--- src/hw/rtl/ecsp_pkg.sv ---
// Shared types and constants of the stripe segment planner.
package ecsp_pkg;

  // Register indexes of the configuration port.
  localparam logic [1:0] REG_CHUNK_BYTES = 2'd0;
  localparam logic [1:0] REG_DATA_SHARDS = 2'd1;
  localparam logic [1:0] REG_SHARD_INDEX = 2'd2;

  // Reset values of the configuration registers.
  localparam logic [31:0] CHUNK_BYTES_RST = 32'd4096;
  localparam logic [7:0]  DATA_SHARDS_RST = 8'd1;
  localparam logic [7:0]  SHARD_INDEX_RST = 8'd0;

  // One classified request, handed from the front part to the back part.
  typedef struct packed {
    logic        is_empty;
    logic [63:0] dest_base;
    logic [63:0] read_offset;
    logic [63:0] read_end;
    logic [63:0] data_length;
    logic [63:0] first_chunk;
    logic [63:0] last_chunk;
    logic [63:0] chunk_start;
    logic [63:0] chunk_end;
    logic [39:0] stride_bytes;
    logic [7:0]  data_shards;
  } desc_t;

  // One placement segment as it leaves the block.
  typedef struct packed {
    logic [63:0] reply_offset;
    logic [63:0] dest_offset;
    logic [63:0] segment_length;
    logic        last;
    logic        truncated;
  } seg_t;

endpackage

--- src/hw/rtl/ecsp_desc_fifo.sv ---
// Two-entry queue of request descriptors between the front and back parts.
module ecsp_desc_fifo (
  input  logic            clk,
  input  logic            rst_n,
  input  logic            push,
  input  ecsp_pkg::desc_t din,
  output logic            full,
  input  logic            pop,
  output ecsp_pkg::desc_t dout,
  output logic            empty
);

  ecsp_pkg::desc_t mem_r [2];
  logic       wp_r, rp_r;
  logic [1:0] cnt_r;

  assign full  = (cnt_r == 2'd2);
  assign empty = (cnt_r == 2'd0);
  assign dout  = mem_r[rp_r];

  // Pointers and fill count.
  always_ff @(posedge clk) begin
    if (!rst_n) begin
      wp_r  <= 1'b0;
      rp_r  <= 1'b0;
      cnt_r <= 2'd0;
    end else begin
      if (push && !full) wp_r <= ~wp_r;
      if (pop && !empty) rp_r <= ~rp_r;
      cnt_r <= cnt_r + {1'b0, push && !full} - {1'b0, pop && !empty};
    end
  end

  // Entry storage.
  always_ff @(posedge clk) begin
    if (push && !full) mem_r[wp_r] <= din;
  end

endmodule

--- config.mk ---
export PLATFORM = sky130hd
export DESIGN_NAME = ecsp_desc_fifo
export DESIGN_NICKNAME = d
export VERILOG_FILES = /design/src/hw/rtl/ecsp_pkg.sv /design/src/hw/rtl/ecsp_desc_fifo.sv
export SDC_FILE = /design/constraint.sdc
export NUM_CORES = 1
export LEC_CHECK = 0
export BUFFER_PORTS_ARGS = -buffer_cell sky130_fd_sc_hd__buf_2
export CAP_MARGIN = 20
export CORE_AREA = 5 5 439 441
export CTS_CLUSTER_DIAMETER = 100
export DETAILED_ROUTE_END_ITERATION = 7
export DIE_AREA = 0 0 444 446
export PLACE_DENSITY = 0.37
export SETUP_SLACK_MARGIN = 0.15
export SLEW_MARGIN = 20
export SYNTH_ARGS = -nofsm -noshare
export SYNTH_HDL_FRONTEND = slang
export SYNTH_SLANG_ARGS = --single-unit
--- constraint.sdc ---
create_clock -name clk -period 72.2 [get_ports clk]
set_clock_uncertainty 0.05 [all_clocks]
set_input_delay 7.22 -clock clk [delete_from_list [all_inputs] [get_ports clk]]
set_output_delay 7.22 -clock clk [all_outputs]
set_load 0.005 [all_outputs]
# ---- Word-level counts from Yosys, hierarchy flattened
# Memories as Yosys holds them, arrays and structs flattened. A register that Yosys moved wholly into a read port is not among the register bits.
# Cells that the tools add are included.
dict set report word_totals {
  ff_bits 4
  ram_bits 1122
  mem_count 1
}
# memory depth width read_ports rd_clocked_by_memory_dff write_ports line_no
set memory_table {}
lappend memory_table {mem_r 2 561 1 1 1 ecsp_desc_fifo.sv:13} ;# ecsp_pkg::desc_t mem_r [2];
dict set report classes {
  n_addsub 2
  eq_ne 1
  muxes 4
  n_bitwise 2
  n_reduce_logical 5
}
# op count
set ops {}
lappend ops {{$mux W1} 4}
lappend ops {{$add A2 B1 Y2} 1}
lappend ops {{$eq A2 B2 Y1 const B} 1}
lappend ops {{$logic_and A1 B1 Y1} 2}
lappend ops {{$logic_not A1 Y1} 2}
lappend ops {{$logic_not A2 Y1} 1}
lappend ops {{$not A1 Y1} 2}
lappend ops {{$sub A2 B1 Y2} 1}

# ---- Depth between registers and ports, before layout
dict set report depth {
  word_depth 5
  depth_mapped 8
  ltp_nobuf 8
}

# ---- Worst setup path before layout
# No wires, ideal clock.
dict set report synth_path {
  path_kind {input port to flip-flop}
  startpoint {input push}
  endpoint {memory mem_r[0][0] in the netlist's numbering, enable pin}
  t_arrival_ns 30.511
  t_required_ns 70.651
  slack_ns 40.140
  cell_stages 2
  n_path_buf 0
  path_cell_list {nand2_1 -> nor2_1}
}
dict set report synth_between {
  elab_chain_cells 3
}
# element line_no
set synth_lines {}
lappend synth_lines {{start, declared} ecsp_desc_fifo.sv:5} ;# input logic push,
lappend synth_lines {{$logic_and A1 B1 Y1} ecsp_desc_fifo.sv:36} ;# if (push && !full) mem_r[wp_r] <= din;
lappend synth_lines {{$mux W1} ecsp_desc_fifo.sv:36}
lappend synth_lines {{$mux W1 (not written as such)} ecsp_desc_fifo.sv:36}
lappend synth_lines {{end, declared} ecsp_desc_fifo.sv:13}
# Every way passes these cells.

==> results.py <==
metrics = {
    "status": {
        "outcome": "finished clean",
    },
    "logic_synthesis": {
        "synth_edf_count": 1122,
        "yosysTopAreaCell": "edfxtp_1",
        "seq_area_frac_synth": 0.8292,
        "yosys_warnings": 0,
        "synth-seq-cells": 1127,
        "netlist_area_mm2": 0.04075,
        "synth_area_per_cell_um2": 23.00,
        "synth_ff_type": "edfxtp_1",
        "synth_area_leaders": "edfxtp_1 83%, mux2_2 15%, buf_6 0.88%",
        "synth.most_common_cell": "edfxtp_1",
        "yosysTopAreaCellShare": 0.8267,
        "synthTopCellsByCount": "1122 x edfxtp_1, 530 x mux2_2, 32 x buf_6",
        "syn_inst": 1772,
        "synth_fp_nets": 2339,
        "async_flop_share": 0,
        "ys_types": 18,
    },
    "floorplan": {
        "die-area_mm2": 0.1980,
        "die_y_um": 446,
        "die_x_um": 444,
        "num_rows": 160,
        "start_util": 0.2159,
        "coreArea_mm2": 0.1888,
        "io_pins": 1128,
    },
    "routing": {
        "vias": 21890,
        "ant_nets": 0,
        "dr.pass1.iters": 5,
        "post-route-drc-count": 0,
        "via_per_inst": 3.892,
        "routedWlPerCell_um": 25.37,
        "drt-total-wl_um": 142700,
        "dr.first_iter.drc_count": 1182,
    },
    "placed_design": {
        "pre_cts_slack_ns": 60.96,
        "place_inst": 5367,
        "finalWeightedCongestion": 0.7974,
        "port_buffers": 1127,
        "dp_hpwl_um": 106200,
    },
    "sta": {
        "fmax_mhz": 83.78,
        "fin_hold_ws_ns": 0.4667,
        "post-route-period-util": 0.1653,
        "final.setup.tns_ns": 0,
        "setup_viol": 0,
        "drv_slew": 0,
        "hold_viol_final": 0,
        "maxSlewHeadroom": 0.3007,
        "grt_setup_unrepaired": "false",
        "fin_ws_ns": 60.26,
        "min_period_ns": 11.94,
        "tightest_slew_ns": 1.049,
    },
    "global_routing": {
        "grt_first_pass_wirelength_um": 190100,
        "gr-usage-all-layers": 0.1379,
        "globalRoute.totalOverflow": 0,
        "grt_pass1_vias": 22840,
        "grt_antenna_before_repair": 126,
        "grt_max_degree": 147,
    },
    "worst_setup_path": {
        "critPathBufInv": 4,
        "critical_path_class": "reg2out",
        "cp.arrival_ns": 4.67,
        "cp-end-kind": "output pin",
        "crit_top_cell": "buf_4",
        "crit_chain": "buf_12, buf_4, buf_4, mux2_2, buf_2",
        "critPathSlowestCell": "dfxtp_4",
        "critPathTopFamily": "buffers and inverters",
        "startpoint_type": "flip-flop",
        "cp_max_fo": 121,
        "required_ns": 64.93,
        "slowest_delay_ns": 0.84,
    },
    "clock_network": {
        "tritoncts": "done",
        "cts.htree.levels": 4,
        "cts_root_buffer": "clkbuf_16",
        "clockBufferDepth": 3,
        "clk_pin_slew_worst_paths_ns": 0.05,
        "cts.sinks": 1127,
        "clk_latency_ns": 0.76,
        "post-cts-setup-buffers": 0,
        "ctsResizeCount": 0,
        "hold_buffers": 0,
        "cts_made_buffers": 137,
    },
    "power_and_ir_drop": {
        "seqPwrFrac": 0.431,
        "pwr-share-comb": 0.240,
        "power_density_mw_per_mm2": 37.61,
        "switchingPower_uw": 575.7,
        "power.leakage_uw": 0.01933,
        "p_int_uw": 1442,
        "switching_share": 0.2853,
        "p_clk_frac": 0.329,
        "ir_drop_v": 0.00002257,
    },
    "cells_and_area": {
        "post-route-util": 0.2842,
        "fillers": 19120,
        "layout-drive-gt1-share": 0.6022,
        "final-seq-area_mm2": 0.03380,
        "multi_input_area_mm2": 0.006452,
        "fin_cells": 5624,
        "fin_nets": 3562,
        "area_delta_synth_final_pct": 31.65,
    },
    "flow_run": {
        "drv_cap": 0,
    },
    "min_path": {
        "hp-class": "reg2reg",
    },
}
[layer usage]
metal  part of all wire  up-vias  track usage  wire, um
met3              0.073      359      0.04877     10400
li1                   -     9611            -         -
met1               0.38    11050       0.1541     54160
met5            0.00076        -            0       109
met2               0.52      847       0.2494     74230
met4              0.027       18      0.03476      3803
[stage by stage]
stage	cell area [um2]	power (uW)
6_report	53650	2018
5_1_grt	53620	2118
4_1_cts	53610	2068
3_5_place_dp	49270	1388
3_3_place_gp	49270	1392
2_1_floorplan	40750	1220
[worst register-to-register path: stages, from the launching register on]
cell and delay (ns):
dfxtp_1 0.37, nand2b_1 0.21, and3_4 0.59, buf_4 0.68, buf_4 0.93, buf_12 0.60
[path summary, 6_finish.rpt]
| kind | from | end | slack (ns) | depth (start not counted) |
|---|---|---|---|---|
| setup / recovery | flip-flop | dout[359] | 60.26 | 5 |
| setup reg to reg | cnt_r[0] | mem_r[1][479] | 68.10 | 5 |
| hold reg to reg | rp_r | rp_r | 0.47 | 2 |
| hold / removal | rp_r | rp_r | 0.47 | 2 |
[logic make-up (layout without fill, tap and decap cells)]
kind of cell	count (synthesis)	count (layout)	synth area share
simple gates	13	13	0.001535
buf+inv	65	1390	0.01280
flops	1127	1127	0.8292
fa+ha+maj	2	2	0.0006139
mux	562	562	0.1553
other cells	0	16	0
compound gates	1	1	0.0001843
xor+xnor	2	2	0.0004299
[layout make-up]
type | instances | share of cell area
diodes | 16 | 0.0007463
clock buffers | 164 | 0.06737
clock inverters | 77 | 0.01350
inverters | 3 | 0.0002099
multi-input cells | 580 | 0.1203
flip-flops and latches | 1127 | 0.6299
well taps | 2511 | 0.05856
repair buffers | 1146 | 0.1094
[power groups by stage]
stage / clock (uW) / combinational, uW / sequential [uW]
after floorplan: 0 / 252 / 969
after global placement: 0 / 507 / 885
after detailed placement: 0 / 505 / 884
after CTS: 690 / 507 / 871
after global routing: 717 / 523 / 877
final: 664 / 485 / 869
[flip-flops by register name (all words and copies together) (netlist names), named ones only]
name / count
wp_r: 1
rp_r: 1
mem_r: 1122
cnt_r: 2
[cells in the final DEF (no fill, tap or decap), types with 3 or more instances in the layout]
cell type / count
clkinv_1: 32
clkinv_8: 4
diode_2: 16
clkinvlp_4: 3
clkbuf_1: 23
clkbuf_16: 141
mux2_1: 31
nor2_1: 4
inv_1: 3
buf_12: 7
buf_2: 1127
inv_6: 3
dfxtp_1: 4
buf_4: 12
mux2_2: 530
edfxtp_1: 1122
clkinv_2: 20
bufinv_16: 9
Power figures use the tool's default switching activity.
