### config.mk
export PLATFORM = sky130hd
export DESIGN_NAME = ecsp_front
export DESIGN_NICKNAME = d
export VERILOG_FILES = /design/src/hw/rtl/ecsp_pkg.sv /design/src/hw/rtl/ecsp_front.sv
export SDC_FILE = /design/constraint.sdc
export NUM_CORES = 2
export LEC_CHECK = 0
export BUFFER_PORTS_ARGS = -buffer_cell sky130_fd_sc_hd__buf_2
export CORE_ASPECT_RATIO = 0.6
export CORE_MARGIN = 4
export CORE_UTILIZATION = 34
export DETAILED_ROUTE_END_ITERATION = 6
export PLACE_DENSITY_LB_ADDON = 0.25
export RECOVER_POWER = 25
export SETUP_SLACK_MARGIN = 0.05
export SYNTH_ARGS = -nofsm -noshare
export SYNTH_HDL_FRONTEND = slang
export SYNTH_SLANG_ARGS = --single-unit
### constraint.sdc
create_clock -name clk -period 21.7 [get_ports clk]
set_clock_uncertainty 0.2 [all_clocks]
set_input_delay 1.085 -clock clk [delete_from_list [all_inputs] [get_ports clk]]
set_output_delay 1.085 -clock clk [all_outputs]
set_load 0.005 [all_outputs]
### src/hw/rtl/ecsp_pkg.sv
// Shared types and constants of the stripe segment planner.
package ecsp_pkg;

  // Register indexes of the configuration port.
  localparam logic [1:0] REG_CHUNK_BYTES = 2'd0;
  localparam logic [1:0] REG_DATA_SHARDS = 2'd1;
  localparam logic [1:0] REG_SHARD_INDEX = 2'd2;

  // Reset values of the configuration registers.
  localparam logic [31:0] CHUNK_BYTES_RST = 32'd4096;
  localparam logic [7:0]  DATA_SHARDS_RST = 8'd1;
  localparam logic [7:0]  SHARD_INDEX_RST = 8'd0;

  // One classified request, handed from the front part to the back part.
  typedef struct packed {
    logic        is_empty;
    logic [63:0] dest_base;
    logic [63:0] read_offset;
    logic [63:0] read_end;
    logic [63:0] data_length;
    logic [63:0] first_chunk;
    logic [63:0] last_chunk;
    logic [63:0] chunk_start;
    logic [63:0] chunk_end;
    logic [39:0] stride_bytes;
    logic [7:0]  data_shards;
  } desc_t;

  // One placement segment as it leaves the block.
  typedef struct packed {
    logic [63:0] reply_offset;
    logic [63:0] dest_offset;
    logic [63:0] segment_length;
    logic        last;
    logic        truncated;
  } seg_t;

endpackage

### src/hw/rtl/ecsp_front.sv
// Front part: accepts a request, divides by the chunk size and finds the first owned chunk.
module ecsp_front (
  input  logic                clk,
  input  logic                rst_n,
  input  logic                in_push,
  output logic                in_full,
  input  logic [63:0]         in_dest_base,
  input  logic [63:0]         in_read_offset,
  input  logic [63:0]         in_read_length,
  input  logic [63:0]         in_data_length,
  input  logic [31:0]         chunk_bytes,
  input  logic [7:0]          data_shards,
  input  logic [7:0]          shard_index,
  output logic                desc_push,
  output ecsp_pkg::desc_t     desc_data,
  input  logic                desc_full
);

  typedef enum logic [4:0] {
    F_IDLE = 5'b00001,
    F_DIV  = 5'b00010,
    F_MODT = 5'b00100,
    F_MUL  = 5'b01000,
    F_PUSH = 5'b10000
  } fstate_t;

  fstate_t state_r, state_nxt;

  logic [5:0]  cnt_r;
  logic        empty_r;
  logic [63:0] base_r, roff_r, roend_r, dlen_r;
  logic [63:0] q0_r, q1_r;
  logic [31:0] rem0_r, rem1_r;
  logic [7:0]  mr_r;
  logic [8:0]  tsh_r;
  logic [7:0]  tr_r;
  logic [63:0] c_r, prod_r;

  logic        accept;
  logic [32:0] x0, x1, cs_ext;
  logic        ge0, ge1;
  logic [8:0]  y, z, k_ext;
  logic [7:0]  mr_n, tr_n;
  logic [63:0] addend;

  assign accept  = in_push && (state_r == F_IDLE);
  assign in_full = (state_r != F_IDLE);

  // One restoring step of both quotients; the low quotient feeds the modulo by k.
  always_comb begin
    cs_ext = {1'b0, chunk_bytes};
    k_ext  = {1'b0, data_shards};
    x0  = {rem0_r, q0_r[63]};
    x1  = {rem1_r, q1_r[63]};
    ge0 = (x0 >= cs_ext);
    ge1 = (x1 >= cs_ext);
    if (ge0) x0 = x0 - cs_ext;
    if (ge1) x1 = x1 - cs_ext;
    y = {mr_r, ge0};
    if (y >= k_ext) y = y - k_ext;
    mr_n = y[7:0];
    z = {tr_r, tsh_r[8]};
    if (z >= k_ext) z = z - k_ext;
    tr_n = z[7:0];
    addend = chunk_bytes[~cnt_r[4:0]] ? c_r : 64'd0;
  end

  // Sequencing of the request.
  always_comb begin
    state_nxt = state_r;
    case (state_r)
      F_IDLE: begin
        if (in_push) begin
          if (in_read_length == 64'd0 || chunk_bytes == 32'd0 ||
              data_shards == 8'd0 || in_data_length == 64'd0) begin
            state_nxt = F_PUSH;
          end else begin
            state_nxt = F_DIV;
          end
        end
      end
      F_DIV:  if (cnt_r == 6'd63) state_nxt = F_MODT;
      F_MODT: if (cnt_r == 6'd8) state_nxt = F_MUL;
      F_MUL:  if (cnt_r == 6'd31) state_nxt = F_PUSH;
      F_PUSH: if (!desc_full) state_nxt = F_IDLE;
      default: state_nxt = F_IDLE;
    endcase
  end

  always_ff @(posedge clk) begin
    if (!rst_n) begin
      state_r <= F_IDLE;
      cnt_r   <= 6'd0;
    end else begin
      state_r <= state_nxt;
      cnt_r   <= (state_nxt != state_r) ? 6'd0 : cnt_r + 6'd1;
    end
  end

  // Datapath registers.
  always_ff @(posedge clk) begin
    case (state_r)
      F_IDLE: begin
        if (accept) begin
          base_r  <= in_dest_base;
          roff_r  <= in_read_offset;
          roend_r <= in_read_offset + in_read_length;
          dlen_r  <= in_data_length;
          q0_r    <= in_read_offset;
          q1_r    <= in_read_offset + in_read_length - 64'd1;
          rem0_r  <= 32'd0;
          rem1_r  <= 32'd0;
          mr_r    <= 8'd0;
          empty_r <= (in_read_length == 64'd0 || chunk_bytes == 32'd0 ||
                      data_shards == 8'd0 || in_data_length == 64'd0);
        end
      end
      F_DIV: begin
        q0_r   <= {q0_r[62:0], ge0};
        q1_r   <= {q1_r[62:0], ge1};
        rem0_r <= x0[31:0];
        rem1_r <= x1[31:0];
        mr_r   <= mr_n;
        if (cnt_r == 6'd63) begin
          tsh_r <= {1'b0, shard_index} + {1'b0, data_shards} - {1'b0, mr_n};
          tr_r  <= 8'd0;
        end
      end
      F_MODT: begin
        tsh_r <= {tsh_r[7:0], 1'b0};
        tr_r  <= tr_n;
        if (cnt_r == 6'd8) begin
          c_r    <= q0_r + {56'd0, tr_n};
          prod_r <= 64'd0;
        end
      end
      F_MUL: begin
        prod_r <= {prod_r[62:0], 1'b0} + addend;
      end
      default: ;
    endcase
  end

  // Descriptor toward the back part.
  always_comb begin
    desc_push              = (state_r == F_PUSH) && !desc_full;
    desc_data.is_empty     = empty_r;
    desc_data.dest_base    = base_r;
    desc_data.read_offset  = roff_r;
    desc_data.read_end     = roend_r;
    desc_data.data_length  = dlen_r;
    desc_data.first_chunk  = c_r;
    desc_data.last_chunk   = q1_r;
    desc_data.chunk_start  = prod_r;
    desc_data.chunk_end    = prod_r + {32'd0, chunk_bytes};
    desc_data.stride_bytes = {32'd0, data_shards} * {8'd0, chunk_bytes};
    desc_data.data_shards  = data_shards;
  end

endmodule

**Yosys cells after proc, flatten, opt, wreduce, memory -nomap -nowiden**

Cells that the tools add are included.

- Add/subtract/negate cells: 12
- Eq/ne operators: 13
- Bitwise gates (word level): 2
- Reduce and logical (&&, ||, !) cells: 19
- Mux-type cells: 29
- Magnitude comparators: 5
- Multipliers: 1

Operator list:

| operator | count |
|---|---|
| $pmux 64 s2 | 3 |
| $mux 64 | 4 |
| $add 64x64->64 | 2 |
| $logic_not 64->1 | 2 |
| $pmux 32 s2 | 2 |
| $mux 32 | 3 |
| $ge 33x32->1 | 2 |
| $add 64x32->64 | 1 |
| $add 64x8->64 | 1 |
| $sub 32x32->32 | 2 |
| $sub 64x1->64 const B | 1 |
| $mul 8x32->40 | 1 |
| $logic_not 32->1 | 1 |
| $mux 8 | 4 |
| $pmux 8 s2 | 2 |
| $mux 5 | 6 |
| $pmux 5 s5 | 1 |
| $ge 9x8->1 | 2 |
| $pmux 9 s2 | 1 |
| $sub 8x8->8 | 2 |
| $reduce_and 2->1 | 5 |
| $add 8x8->9 | 1 |
| $mux 9 | 1 |
| $sub 9x8->9 | 1 |
| 23 further kinds | 30 |

- Register bits: 613
- Output and inout port bits: 563
- Logic and storage cells: 97
- Bits of input ports: 308

**Longest topological paths before layout**

- Word-level depth: 9
- Gate-level depth with buffers: 40
- Mapped depth without buffers: 37

**Least setup slack after synthesis**

Ideal clock, no wire load.

- Kind: in2reg
- From: in in_push
- To: reg mr_r[0], enable pin
- Setup slack: 5.410 ns
- Buffers on the path: 0
- Library setup time: 1.037 ns
- Data required time: 20.463 ns
- Arrival time: 15.052 ns
- Stages: 2
- Cell sequence: inv_1 o21ai_0

- Cells in the longest elaborated chain, start to end: 3

Ends and longest elaborated chain:

| what | RTL line | source |
|---|---|---|
| start: declaration | ecsp_front.sv:5 | `input logic in_push,` |
| $logic_and 1x1->1 | ecsp_front.sv:46 | `assign accept = in_push && (state_r == F_IDLE);` |
| $ne 2x2->1 (no line) | - |  |
| $reduce_and 2->1 (no line) | - |  |
| end signal: assignment | ecsp_front.sv:123 | `mr_r <= mr_n;` |
| end: declaration | ecsp_front.sv:34 | `logic [7:0] mr_r;` |

No other way between the ends.
A chain may end at the register's enable or synchronous reset.

**Final worst setup path**

- From: reg state_r[3]
- To: reg q1_r[49], enable pin

- Cells in the longest elaborated chain, start to end: 4
- Elaborated cells on any way between the ends: 6
- Those cells by class: eq/ne: 3; reduce/logical: 3

Ends and longest elaborated chain:

| what | RTL line | source |
|---|---|---|
| start: declaration | ecsp_front.sv:27 | `fstate_t state_r, state_nxt;` |
| start signal: assignment | ecsp_front.sv:95 | `state_r <= state_nxt;` |
| $eq 5x1->1 | ecsp_front.sv:46, ecsp_front.sv:102 |  |
| $logic_and 1x1->1 | ecsp_front.sv:46 |  |
| $ne 2x2->1 (no line) | - |  |
| $reduce_and 2->1 (no line) (*) | - |  |
| end signal: assignment | ecsp_front.sv:110 | `q1_r <= in_read_offset + in_read_length - 64'd1;` |
| end signal: assignment | ecsp_front.sv:120 | `q1_r <= {q1_r[62:0], ge1};` |
| end: declaration | ecsp_front.sv:32 | `logic [63:0] q0_r, q1_r;` |

Every way passes the cells marked *; elsewhere a longest branch is shown, timed or not.

==> flow_summary.json <==
{
  "synth_edf_count": 602,
  "fin_tns_setup_ps": 0,
  "syn_inst": 4810,
  "grt.met1_usage_pct": 37.1,
  "grt.total_usage_pct": 25.1,
  "rows": 105,
  "ir_drop_mv": 0.0803,
  "synth_cell_type_count": 94,
  "first_global_vias": 37717,
  "ctsHoldBuffers": 0,
  "endpoint_kind": "flop",
  "port_buffers": 870,
  "first_iter_violations": 4051,
  "cts_num_sinks": 613,
  "synth_area_leaders": "edfxtp_1 (39%), ha_1 (8.5%), fa_1 (8.4%)",
  "overflow": 0,
  "drv_cap": 2,
  "avgSynthCellArea_um2": 9.73,
  "switching_power_mw": 1.86,
  "syn-num-nets": 5631,
  "final_util_pct": 40.1,
  "die_h_um": 295,
  "areaGrowthSynthToFinish_pct": 17.2,
  "crit_top_cell": "buf_4",
  "drt_first_pass_iters": 6,
  "cts_root_buf": "clkbuf_16",
  "grt_pass1_wl_mm": 266,
  "core_mm2": 0.137,
  "routed_wl_mm": 189,
  "intPower_mw": 2.99,
  "yosys_most_used_dff": "edfxtp_1",
  "yosysSeqAreaShare_pct": 39.1,
  "crit_path_max_fanout": 172,
  "fmax_mhz": 93.5,
  "maxSlewHeadroom_pct": -514,
  "violations": "max-capacitance violations, max-slew violations",
  "globalRoute.busiestLayer": "met1",
  "cts_buffer_depth": 3,
  "h-tree-depth": 3,
  "critPathTopFamily": "buffers and inverters",
  "crit_buf_inv": 4,
  "ys_warn_count": 0,
  "fillerInstances": 13746,
  "synth-seq-cells": 613,
  "fin_crit_ps": 10690,
  "clkPwrFrac_pct": 25.1,
  "dieArea_mm2": 0.144,
  "post_cts_resized": 0,
  "start_util_pct": 34.2,
  "gp_congestion": 0.949,
  "yosysTopAreaCell": "edfxtp_1",
  "ant_nets": 0,
  "required_ps": 21710,
  "nets": 6420,
  "synth_area_mm2": 0.0468,
  "hold_violations": 0,
  "viasPerCell": 5.34,
  "outcome": "finished with violations",
  "cellPowerDensity_mw_per_mm2": 88.4,
  "cp_slowest_stage_delay_ps": 6380,
  "die-width_um": 487,
  "post_cts_buffers": 0,
  "crit_chain": "nor3_1 > nand3b_1 > clkbuf_1 > o21ai_4 > buf_4 > buf_4 > buf_4",
  "hp-class": "flop to flop",
  "dp_hpwl_mm": 153,
  "netlist.area_leader.share_pct": 38.6,
  "crit_type": "flop to flop",
  "gr-usage-met2_pct": 36.2,
  "ios": 871,
  "insertion_delay_ps": 640,
  "wire_per_inst_um": 25.2,
  "rsz0062_at_grt": "no",
  "drive_above_1_share_pct": 13.2,
  "drv_slew": 254,
  "cts_tree": "done",
  "crit_slowest_cell": "clkbuf_1",
  "route.vias.total": 40007,
  "clkTransAtPathRegs_ps": 60,
  "swShare_pct": 38.4,
  "p_seq_share_pct": 30.8,
  "met3_usage_pct": 5.93,
  "cp-start-kind": "flop",
  "p_comb_share_pct": 44.1,
  "leakage_nw": 22.7,
  "grt_max_degree": 173,
  "drc": 0,
  "synthArstFlopShare_pct": 0,
  "grt_antenna_before_repair": 40,
  "worstMarginPinSlew_ps": 9210,
  "setup_viol": 0,
  "finalCritPeriodShare_pct": 49.3,
  "cp.arrival_ps": 10700,
  "cts_inserted_buffers": 70
}
-- layer usage --
| metal | up-vias | share of wire, % |
|---|---|---|
| met1 | 19424 | 47 |
| met4 | 14 | 3.2 |
| li1 | 18631 | - |
| met3 | 233 | 8.3 |
| met5 | - | 0.052 |
| met2 | 1705 | 42 |
-- synth_stat cells (43+ instances only) --
cell type	number
and3_1	66
nor4_1	55
mux2i_1	43
xnor2_1	234
nor2b_1	103
o21ai_0	168
nand2_1	614
nand4_1	70
fa_1	196
a21o_1	146
edfxtp_1	602
a21oi_1	289
nand3_1	86
nor3_1	73
inv_1	348
clkbuf_1	162
nor2_1	472
xor2_1	130
o21bai_1	47
ha_1	317
and2_1	61
-- registers in the layout (all words and copies together), names as in the netlist, 5 cells and up --
register,flops
base_r,64
c_r,64
dlen_r,64
prod_r,64
q0_r,64
q1_r,64
roend_r,64
roff_r,64
rem0_r,32
rem1_r,32
tsh_r,9
mr_r,8
tr_r,8
cnt_r,6
state_r,5
-- layout make-up --
class / count / area (um2) / area share (%)
timing repair buffer: 901 / 4160 / 7.59
antenna: 24 / 60.1 / 0.109
inverter: 350 / 1310 / 2.39
multi-input combinational: 3663 / 26500 / 48.3
clock inverter: 40 / 437 / 0.796
clock buffer: 83 / 1810 / 3.30
tap: 1819 / 2280 / 4.15
sequential: 613 / 18300 / 33.3
-- stage by stage --
stage                     instance area [um2]  std cells  worst slack [ps]  hold slack, ps  power, mW
after detailed placement                53000       7346             11960             332       3.64
after global placement                  53000       7346             12130             332       3.63
after CTS                               55300       7469             12270             348       4.88
final                                   54900       7493             11010             346       4.85
after global routing                    54900       7482             10360             365       5.15
after floorplan                         46800       4810              5410             314       2.88
-- power by group through the flow --
| stage | combinational [mW] | clock, mW | sequential (mW) |
|---|---|---|---|
| 6_report | 2.14 | 1.21 | 1.50 |
| 5_1_grt | 2.35 | 1.30 | 1.50 |
| 4_1_cts | 2.14 | 1.25 | 1.49 |
| 3_5_place_dp | 2.12 | 0 | 1.52 |
| 3_3_place_gp | 2.12 | 0 | 1.52 |
| 2_1_floorplan | 1.32 | 0 | 1.56 |
-- cell families after synthesis --
logic type | share of synthesized area (%)
simple gates | 17.9
flops | 39.1
xor+xnor | 6.81
mux | 1.83
fa+ha+maj | 16.9
compound gates | 13.1
buf+inv | 4.40
-- worst register-to-register path, cell delays in order, from the launching register on --
cell	delay, ps
dfxtp_1	460
nor3_1	200
nand3b_1	120
clkbuf_1	6380
o21ai_4	870
buf_4	770
buf_4	550
buf_4	540
-- placed cells by master (no fill, tap or decap), types with 28 or more instances in the layout --
cell       instances
a211oi_1          33
a21o_1           146
a21oi_1          289
a31oi_1           36
and2_1            61
and3_1            66
buf_2            528
buf_4             28
clkbuf_1         354
clkbuf_16         70
edfxtp_1         602
fa_1             196
ha_1             317
inv_1            347
mux2i_1           42
nand2_1          613
nand2b_1          32
nand3_1           86
nand4_1           70
nor2_1           472
nor2b_1          103
nor3_1            73
nor4_1            54
o21a_1            37
o21ai_0          166
o21bai_1          47
xnor2_1          234
xor2_1           130
-- worst paths after layout --
kind / start / endpoint / slack, ps / depth (start not counted)
worst max-delay path: state_r[3] / q1_r[49] / 11010 / 7
worst min-delay path: q0_r[4] / q0_r[5] / 350 / 2
worst max register to register: state_r[3] / q1_r[49] / 11010 / 7
worst min register to register: q0_r[4] / q0_r[5] / 350 / 2
No activity file was read; power rests on OpenSTA's default activity.
